`src/rtl/ctg_pkg.sv`:
```
// Shared types, constants and tables for the coordinated-turn guidance step.
`timescale 1ns / 1ps

package ctg_pkg;

    localparam int unsigned CORDIC_N = 16;

    localparam logic [29:0] K_Q30        = 30'd652032874;
    localparam logic [31:0] PI_Q30       = 32'd3373259426;
    localparam logic [30:0] HALF_PI_Q30  = 31'd1686629713;
    localparam logic [19:0] G_Q16        = 20'd642646;
    // ceil(2^24 / 100): exact floor(x / 100) for any 16-bit x
    localparam logic [17:0] RECIP_100    = 18'd167773;

    typedef enum logic [2:0] {
        REG_THROTTLE_MAX     = 3'd0,
        REG_THROTTLE_MIN     = 3'd1,
        REG_THROTTLE_NOMINAL = 3'd2,
        REG_ROLL_GAIN        = 3'd3,
        REG_CLIMB_GAIN       = 3'd4,
        REG_ROLL_LIMIT       = 3'd5
    } reg_idx_t;

    typedef enum logic [3:0] {
        ST_IDLE,
        ST_MUL,
        ST_THR,
        ST_COS,
        ST_GC_LO,
        ST_GC_HI,
        ST_AT_INIT,
        ST_AT,
        ST_ROLL,
        ST_FIN
    } state_t;

    typedef struct packed {
        logic [15:0] throttle_max;
        logic [15:0] throttle_min;
        logic [15:0] throttle_nominal;
        logic [15:0] roll_gain;
        logic [15:0] climb_gain;
        logic [14:0] roll_limit;
    } cfg_t;

    typedef struct packed {
        logic       load;
        logic       mul;
        logic       thr;
        logic       cos_iter;
        logic       gc_lo;
        logic       gc_hi;
        logic       at_init;
        logic       at_iter;
        logic       roll;
        logic       finish;
        logic [3:0] iter;
    } cmd_t;

    typedef struct packed {
        logic out_free;
    } sts_t;

    function automatic logic [29:0] atan_tab(input logic [3:0] i);
        logic [29:0] r;
        case (i)
            4'd0:    r = 30'd843314857;
            4'd1:    r = 30'd497837829;
            4'd2:    r = 30'd263043837;
            4'd3:    r = 30'd133525159;
            4'd4:    r = 30'd67021687;
            4'd5:    r = 30'd33543516;
            4'd6:    r = 30'd16775851;
            4'd7:    r = 30'd8388437;
            4'd8:    r = 30'd4194283;
            4'd9:    r = 30'd2097149;
            4'd10:   r = 30'd1048576;
            4'd11:   r = 30'd524288;
            4'd12:   r = 30'd262144;
            4'd13:   r = 30'd131072;
            4'd14:   r = 30'd65536;
            default: r = 30'd32768;
        endcase
        return r;
    endfunction

endpackage

```
`src/rtl/ctg_ctrl.sv`:
```
// Controller state machine sequencing the guidance datapath.
`timescale 1ns / 1ps

module ctg_ctrl
(
    input  logic            clk,
    input  logic            rst_n,
    input  logic            in_valid,
    input  logic            in_auto,
    input  ctg_pkg::sts_t   sts,
    output logic            in_ready,
    output ctg_pkg::cmd_t   cmd
);

    ctg_pkg::state_t state_reg, state_next;
    logic [3:0] iter_reg, iter_next;

    always_ff @(posedge clk or negedge rst_n)
    begin
        if (!rst_n)
        begin
            state_reg <= ctg_pkg::ST_IDLE;
            iter_reg  <= 4'd0;
        end
        else
        begin
            state_reg <= state_next;
            iter_reg  <= iter_next;
        end
    end

    always_comb
    begin
        state_next = state_reg;
        iter_next  = iter_reg;
        unique case (state_reg)
            ctg_pkg::ST_IDLE:
            begin
                if (in_valid && in_auto)
                begin
                    state_next = ctg_pkg::ST_MUL;
                end
            end
            ctg_pkg::ST_MUL:    state_next = ctg_pkg::ST_THR;
            ctg_pkg::ST_THR:
            begin
                state_next = ctg_pkg::ST_COS;
                iter_next  = 4'd0;
            end
            ctg_pkg::ST_COS:
            begin
                iter_next = iter_reg + 4'd1;
                if (iter_reg == 4'd15)
                begin
                    state_next = ctg_pkg::ST_GC_LO;
                end
            end
            ctg_pkg::ST_GC_LO:  state_next = ctg_pkg::ST_GC_HI;
            ctg_pkg::ST_GC_HI:  state_next = ctg_pkg::ST_AT_INIT;
            ctg_pkg::ST_AT_INIT:
            begin
                state_next = ctg_pkg::ST_AT;
                iter_next  = 4'd0;
            end
            ctg_pkg::ST_AT:
            begin
                iter_next = iter_reg + 4'd1;
                if (iter_reg == 4'd15)
                begin
                    state_next = ctg_pkg::ST_ROLL;
                end
            end
            ctg_pkg::ST_ROLL:   state_next = ctg_pkg::ST_FIN;
            ctg_pkg::ST_FIN:
            begin
                if (sts.out_free)
                begin
                    state_next = ctg_pkg::ST_IDLE;
                end
            end
            default:            state_next = ctg_pkg::ST_IDLE;
        endcase
    end

    always_comb
    begin
        in_ready     = (state_reg == ctg_pkg::ST_IDLE);
        cmd          = '0;
        cmd.iter     = iter_reg;
        cmd.load     = in_ready && in_valid;
        cmd.mul      = (state_reg == ctg_pkg::ST_MUL);
        cmd.thr      = (state_reg == ctg_pkg::ST_THR);
        cmd.cos_iter = (state_reg == ctg_pkg::ST_COS);
        cmd.gc_lo    = (state_reg == ctg_pkg::ST_GC_LO);
        cmd.gc_hi    = (state_reg == ctg_pkg::ST_GC_HI);
        cmd.at_init  = (state_reg == ctg_pkg::ST_AT_INIT);
        cmd.at_iter  = (state_reg == ctg_pkg::ST_AT);
        cmd.roll     = (state_reg == ctg_pkg::ST_ROLL);
        cmd.finish   = (state_reg == ctg_pkg::ST_FIN) && sts.out_free;
    end

`ifndef NO_ASSERTIONS
    a_cos_done: assert property (@(posedge clk) disable iff (!rst_n)
        (state_reg == ctg_pkg::ST_COS && iter_reg == 4'd15) |=> state_reg == ctg_pkg::ST_GC_LO)
        else $error("cos iterations did not end after 16 steps");
    a_fin_free: assert property (@(posedge clk) disable iff (!rst_n)
        cmd.finish |-> sts.out_free)
        else $error("result written while output register busy");
    a_load_mul: assert property (@(posedge clk) disable iff (!rst_n)
        (cmd.load && in_auto) |=> state_reg == ctg_pkg::ST_MUL)
        else $error("automatic beat not started");
    a_manual_drop: assert property (@(posedge clk) disable iff (!rst_n)
        (cmd.load && !in_auto) |=> state_reg == ctg_pkg::ST_IDLE)
        else $error("manual beat started work");
`endif

endmodule

```
`config.mk`:
```
export PLATFORM = sky130hd
export DESIGN_NAME = ctg_ctrl
export DESIGN_NICKNAME = d
export VERILOG_FILES = /design/src/rtl/ctg_pkg.sv /design/src/rtl/ctg_ctrl.sv
export SDC_FILE = /design/constraint.sdc
export NUM_CORES = 1
export LEC_CHECK = 0
export BUFFER_PORTS_ARGS = -buffer_cell sky130_fd_sc_hd__buf_4
export CAP_MARGIN = 20
export CORE_AREA = 2 2 39 41
export CTS_CLUSTER_DIAMETER = 50
export DETAILED_ROUTE_END_ITERATION = 7
export DIE_AREA = 0 0 41 43
export PLACE_DENSITY_LB_ADDON = 0.05
export SLEW_MARGIN = 20
export SYNTH_ARGS = -nofsm -noshare
export SYNTH_HDL_FRONTEND = slang
export SYNTH_SLANG_ARGS = --single-unit
```
`constraint.sdc`:
```
create_clock -name clk -period 3.05 [get_ports clk]
set_input_delay 0.1525 -clock clk [delete_from_list [all_inputs] [get_ports clk]]
set_output_delay 0.1525 -clock clk [all_outputs]
set_load 0.005 [all_outputs]
```
* Yosys cells after proc, flatten, opt, wreduce, memory -nomap -nowiden *
Cells that the tools add are included.

storage, ports and cells
  word-level logic and storage cells = 31
  register bits = 8
  output and inout port bits = 15
  input bits = 5

operators by class
  reductions and logical operators = 8
  equal/unequal tests = 14
  add/sub/neg operators = 1
  muxes and demuxes = 6

operator list
  operator                                       count
  case mux 4 bit (10 select lines)               1
  == test 4 x 3 -> 1 bit, second input constant  4
  2-to-1 mux 4 bit                               4
  == test 4 bit, second input constant           3
  == test 4 x 2 -> 1 bit, second input constant  2
  case mux 4 bit (2 select lines)                1
  != test 2 x 1 -> 1 bit, second input constant  3
  adder 4 x 1 -> 4 bit, second input constant    1
  == test 4 x 1 -> 1 bit, second input constant  1
  zero test 4 bit                                1
  AND reduction 4 bit                            1
  OR reduction 2 bit                             2
  logical AND 1 bit                              3
  != test 2 bit, second input constant           1
  nonzero test 2 bit                             1

* Longest topological paths before layout *
  depth after elaboration = 3
  mapped depth = 4
  depth with buffers taken out = 4

* Worst setup path before layout *
Ideal clock, no wire load.

  path type = register to register
  start point = reg state_reg[0]
  end point = reg state_reg[2]
  setup slack = 1.788 ns
  buffers on the path = 1
  stages on the path, launching flop included = 5
  arrival = 1.133 ns
  cell sequence = dfrtp_1 -> buf_6 -> nor4_4 -> a21boi_2 -> o41ai_2

between the ends
  longest elaborated chain between the ends = 3
  elaborated cells on any way between the ends = 16
  those cells by class = eq/ne: 13; mux: 1; reduce/logical: 2

RTL lines
  item                              line            text
  start, declared                   ctg_ctrl.sv:15  ctg_pkg::state_t state_reg, state_next;
  start signal, assigned            ctg_ctrl.sv:22  state_reg <= ctg_pkg::ST_IDLE;
  start signal, assigned            ctg_ctrl.sv:27  state_reg <= state_next;
  zero test 4 bit (*)               -
  via in_ready                      ctg_ctrl.sv:11  output logic in_ready,
  != test 2 x 1 -> 1 bit (no line)  -
  AND reduction 4 bit (no line)     -

Mark *: on every way through the listed nets, which the timed path passes. The rest lies on a longest branch.
A chain may end at the register's enable or synchronous reset.

==> out/qor.csv <==
stage,metric,value,unit
layout,count of nets after finishing,92,
grt,GR Overflow Total,0,
critical_path,worst-case reg-to-reg path depth,3,
layout,Layout area overhead,25.8,%
die,die width,41,um
worst_hold_path,hold depth,3,
synthesis,flop and latch count out of synthesis,8,
pwr,Leakage,0.340,nW
critical_path,startpoint class of the critical path,register,
timing,RSZ-0062 raised after global routing,no,
cts,later-pin clock latency in the skew report,250,ps
critical_path,crit path kind,register to output port,
place,dpl cell area,731,um2
critical_path,CP required,2900,ps
grt,initial antenna violation count,0,
synthesis,YS warnings,0,
synthesis,Synth async-reset ratio,1.00,
critical_path,crit-path cells,nand2b_1 > nor3_1 > buf_4,
timing,Rel. slew slack,0.608,
grt,gr usage total,0.178,
synthesis,ys flop type,dfrtp_1,
detailed_routing,via count,546,
critical_path,internal reg-to-reg setup slack,1550,ps
synthesis,synthesized net count,72,
layout,design area,763,um2
place,detailed placement HPWL,1000,um
flow_run,MaxCap Viol Count,0,
synthesis,"Seq/Total Area, Yosys",0.330,
critical_path,CP Data Arrival Time,1550,ps
pwr,Final Total Pwr,0.000703,W
detailed_routing,vias per cell,5.46,
critical_path,R2R Path Start,state_reg[0]$_DFFE_PN0P_,
pwr,maximum VDD drop,0.573,mV
synthesis,"area leader, netlist",dfrtp_1,
critical_path,CP max-delay cell,dfrtp_1,
timing,clock skew,1.82,ps
detailed_routing,Post-Route WL,1330,um
cts,"Reg clk slew, reported paths",50,ps
grt,vias in the first global route,473,
layout,antenna cells,0,
synthesis,"top cells by area, synth","dfrtp_1, nor3_1, o41ai_2, nand2b_1, buf_6",
synthesis,Mapped Cells,66,
detailed_routing,DR WL/cell,13.3,um
critical_path,crit end category,output port,
layout,multi-input logic area,357,um2
layout,register area,200,um2
worst_hold_path,min-delay src,sts,
timing,Least-Margin Pin Slew,587,ps
timing,setup violation total in the final timing report,0,
detailed_routing,DRT iter0 DRCs,12,
timing,minimum clock period,1700,ps
cts,cts hold-fix bufs,1,
timing,Tcrit/Tclk final,0.558,
cts,post-cts repair resize count,0,
critical_path,RR Endpoint,state_reg[2]$_DFFE_PN0P_,
cts,Clock Sink Count,8,
synthesis,post-synth cell types,32,
layout,Layout Utilization,0.552,
critical_path,CP bufs+invs,1,
timing,WHS,232,ps
cts,Root Buffer,clkbuf_4,
layout,fillers,133,
timing,setup TNS,0,ps
die,row cnt,14,
critical_path,"CP delay by family, top",flip-flops,
cts,Post-CTS Setup Inserts,0,
cts,Num CTS Buffers,3,
die,Starting Density,0.439,
place,Routability Congestion,0.748,
die,die area,1760,um2
synthesis,Synth Cell Area,607,um2
critical_path,largest stage delay on the critical path,660,ps
worst_hold_path,worst min path class,primary input to register,
grt,pin count of the biggest net entering global routing,19,
outcome,status,"finished, final reports clean",
worst_hold_path,worst hold endpoint,state_reg[3]$_DFFE_PN0P_,
detailed_routing,# DRC,0,
synthesis,top-area cell type share of the netlist area,0.330,
place,IO buf count,19,
detailed_routing,post-route ant nets,0,
cts,CTS H-tree depth,1,
die,Ports,20,
timing,Fin. Hold Viols,0,
cts,CTS tree,built,
die,Core Region,1380,um2
die,Die Ht,43,um
detailed_routing,DR pass1 iterations,4,
grt,first-pass GRT wire length,2100,um
timing,Fmax,588,MHz
cts,Clock Path Buffers,2,
pwr,Power Density,921,nW/um2
synthesis,"Avg Cell Area, Syn",9.19,um2
synthesis,most frequent cells after synthesis,"dfrtp_1, nor3_1, nand2_1, nand2b_1",
critical_path,"Max FO, Critical Path",15,
layout,layout cells sized above 1,0.333,
timing,max-slew violations,0,
synthesis,Post-synth EDFFs,0,
[layout by cell type (no fill, tap or decap), drive strengths merged, types with 3 or more instances in the layout]
cell,Yosys,final
dfrtp,8,8
nand2b,5,5
o21ai,5,5
inv,3,3
nor3,8,8
clkbuf,1,3
a31oi,3,3
nor2,3,3
nand2,6,6
buf,4,19
[cells by family after synthesis]
family / after synthesis / share of synthesized area
adder cells (fa/ha/maj): 1 / 0.0206
AND/OR/NAND/NOR: 31 / 0.315
multiplexers: 1 / 0.0186
AO/OA/AOI/OAI: 17 / 0.233
buffers and inverters: 8 / 0.0825
flip-flops: 8 / 0.330
[layout make-up]
| cell class | instances | share of cell area |
|---|---|---|
| sequential | 8 | 0.262 |
| tap | 16 | 0.0262 |
| multi-input combinational | 50 | 0.467 |
| timing repair buffer | 20 | 0.200 |
| clock buffer | 3 | 0.0295 |
| inverter | 3 | 0.0148 |
[routing by layer]
metal / track usage / routed length [um] / vias to the layer above
li1: - / - / 283
met1: 0.243 / 631 / 250
met2: 0.253 / 619 / 13
met3: 0.0942 / 77 / 0
met4: 0.0200 / 0 / 0
met5: 0 / 0 / -
[report_power, final]
part | internal, W | total [W] | switching [W] | leakage, nW
Combinational | 0.000199 | 0.000369 | 0.000170 | 0.232
Sequential | 0.000151 | 0.000254 | 0.000103 | 0.0936
Clock | 0.0000449 | 0.0000794 | 0.0000345 | 0.0138
[worst max path at each step]
| stage | startpoint | to | slack (ps) | depth (start not counted) |
|---|---|---|---|---|
| after global routing | state_reg[1]$_DFFE_PN0P_ | cmd[11] | 1220 | 3 |
| final | state_reg[1]$_DFFE_PN0P_ | cmd[7] | 1350 | 3 |
| after detailed placement | state_reg[0]$_DFFE_PN0P_ | state_reg[3]$_DFFE_PN0P_ | 1550 | 3 |
| after global placement | state_reg[0]$_DFFE_PN0P_ | state_reg[3]$_DFFE_PN0P_ | 1590 | 3 |
| after floorplan | state_reg[0]$_DFFE_PN0P_ | state_reg[2]$_DFFE_PN0P_ | 1790 | 4 |
| after CTS | state_reg[1]$_DFFE_PN0P_ | cmd[7] | 1340 | 3 |
[metrics by stage]
step / worst slack, ps / cells
2_1_floorplan: 1790 / 66
5_1_grt: 1220 / 100
3_5_place_dp: 1550 / 96
4_1_cts: 1340 / 100
3_3_place_gp: 1590 / 96
6_report: 1350 / 100
[worst min-delay path, cell delays in order]
cell	delay [ps]
buf_4	90
or3_1	130
o41ai_2	70
Power figures use the tool's default switching activity.
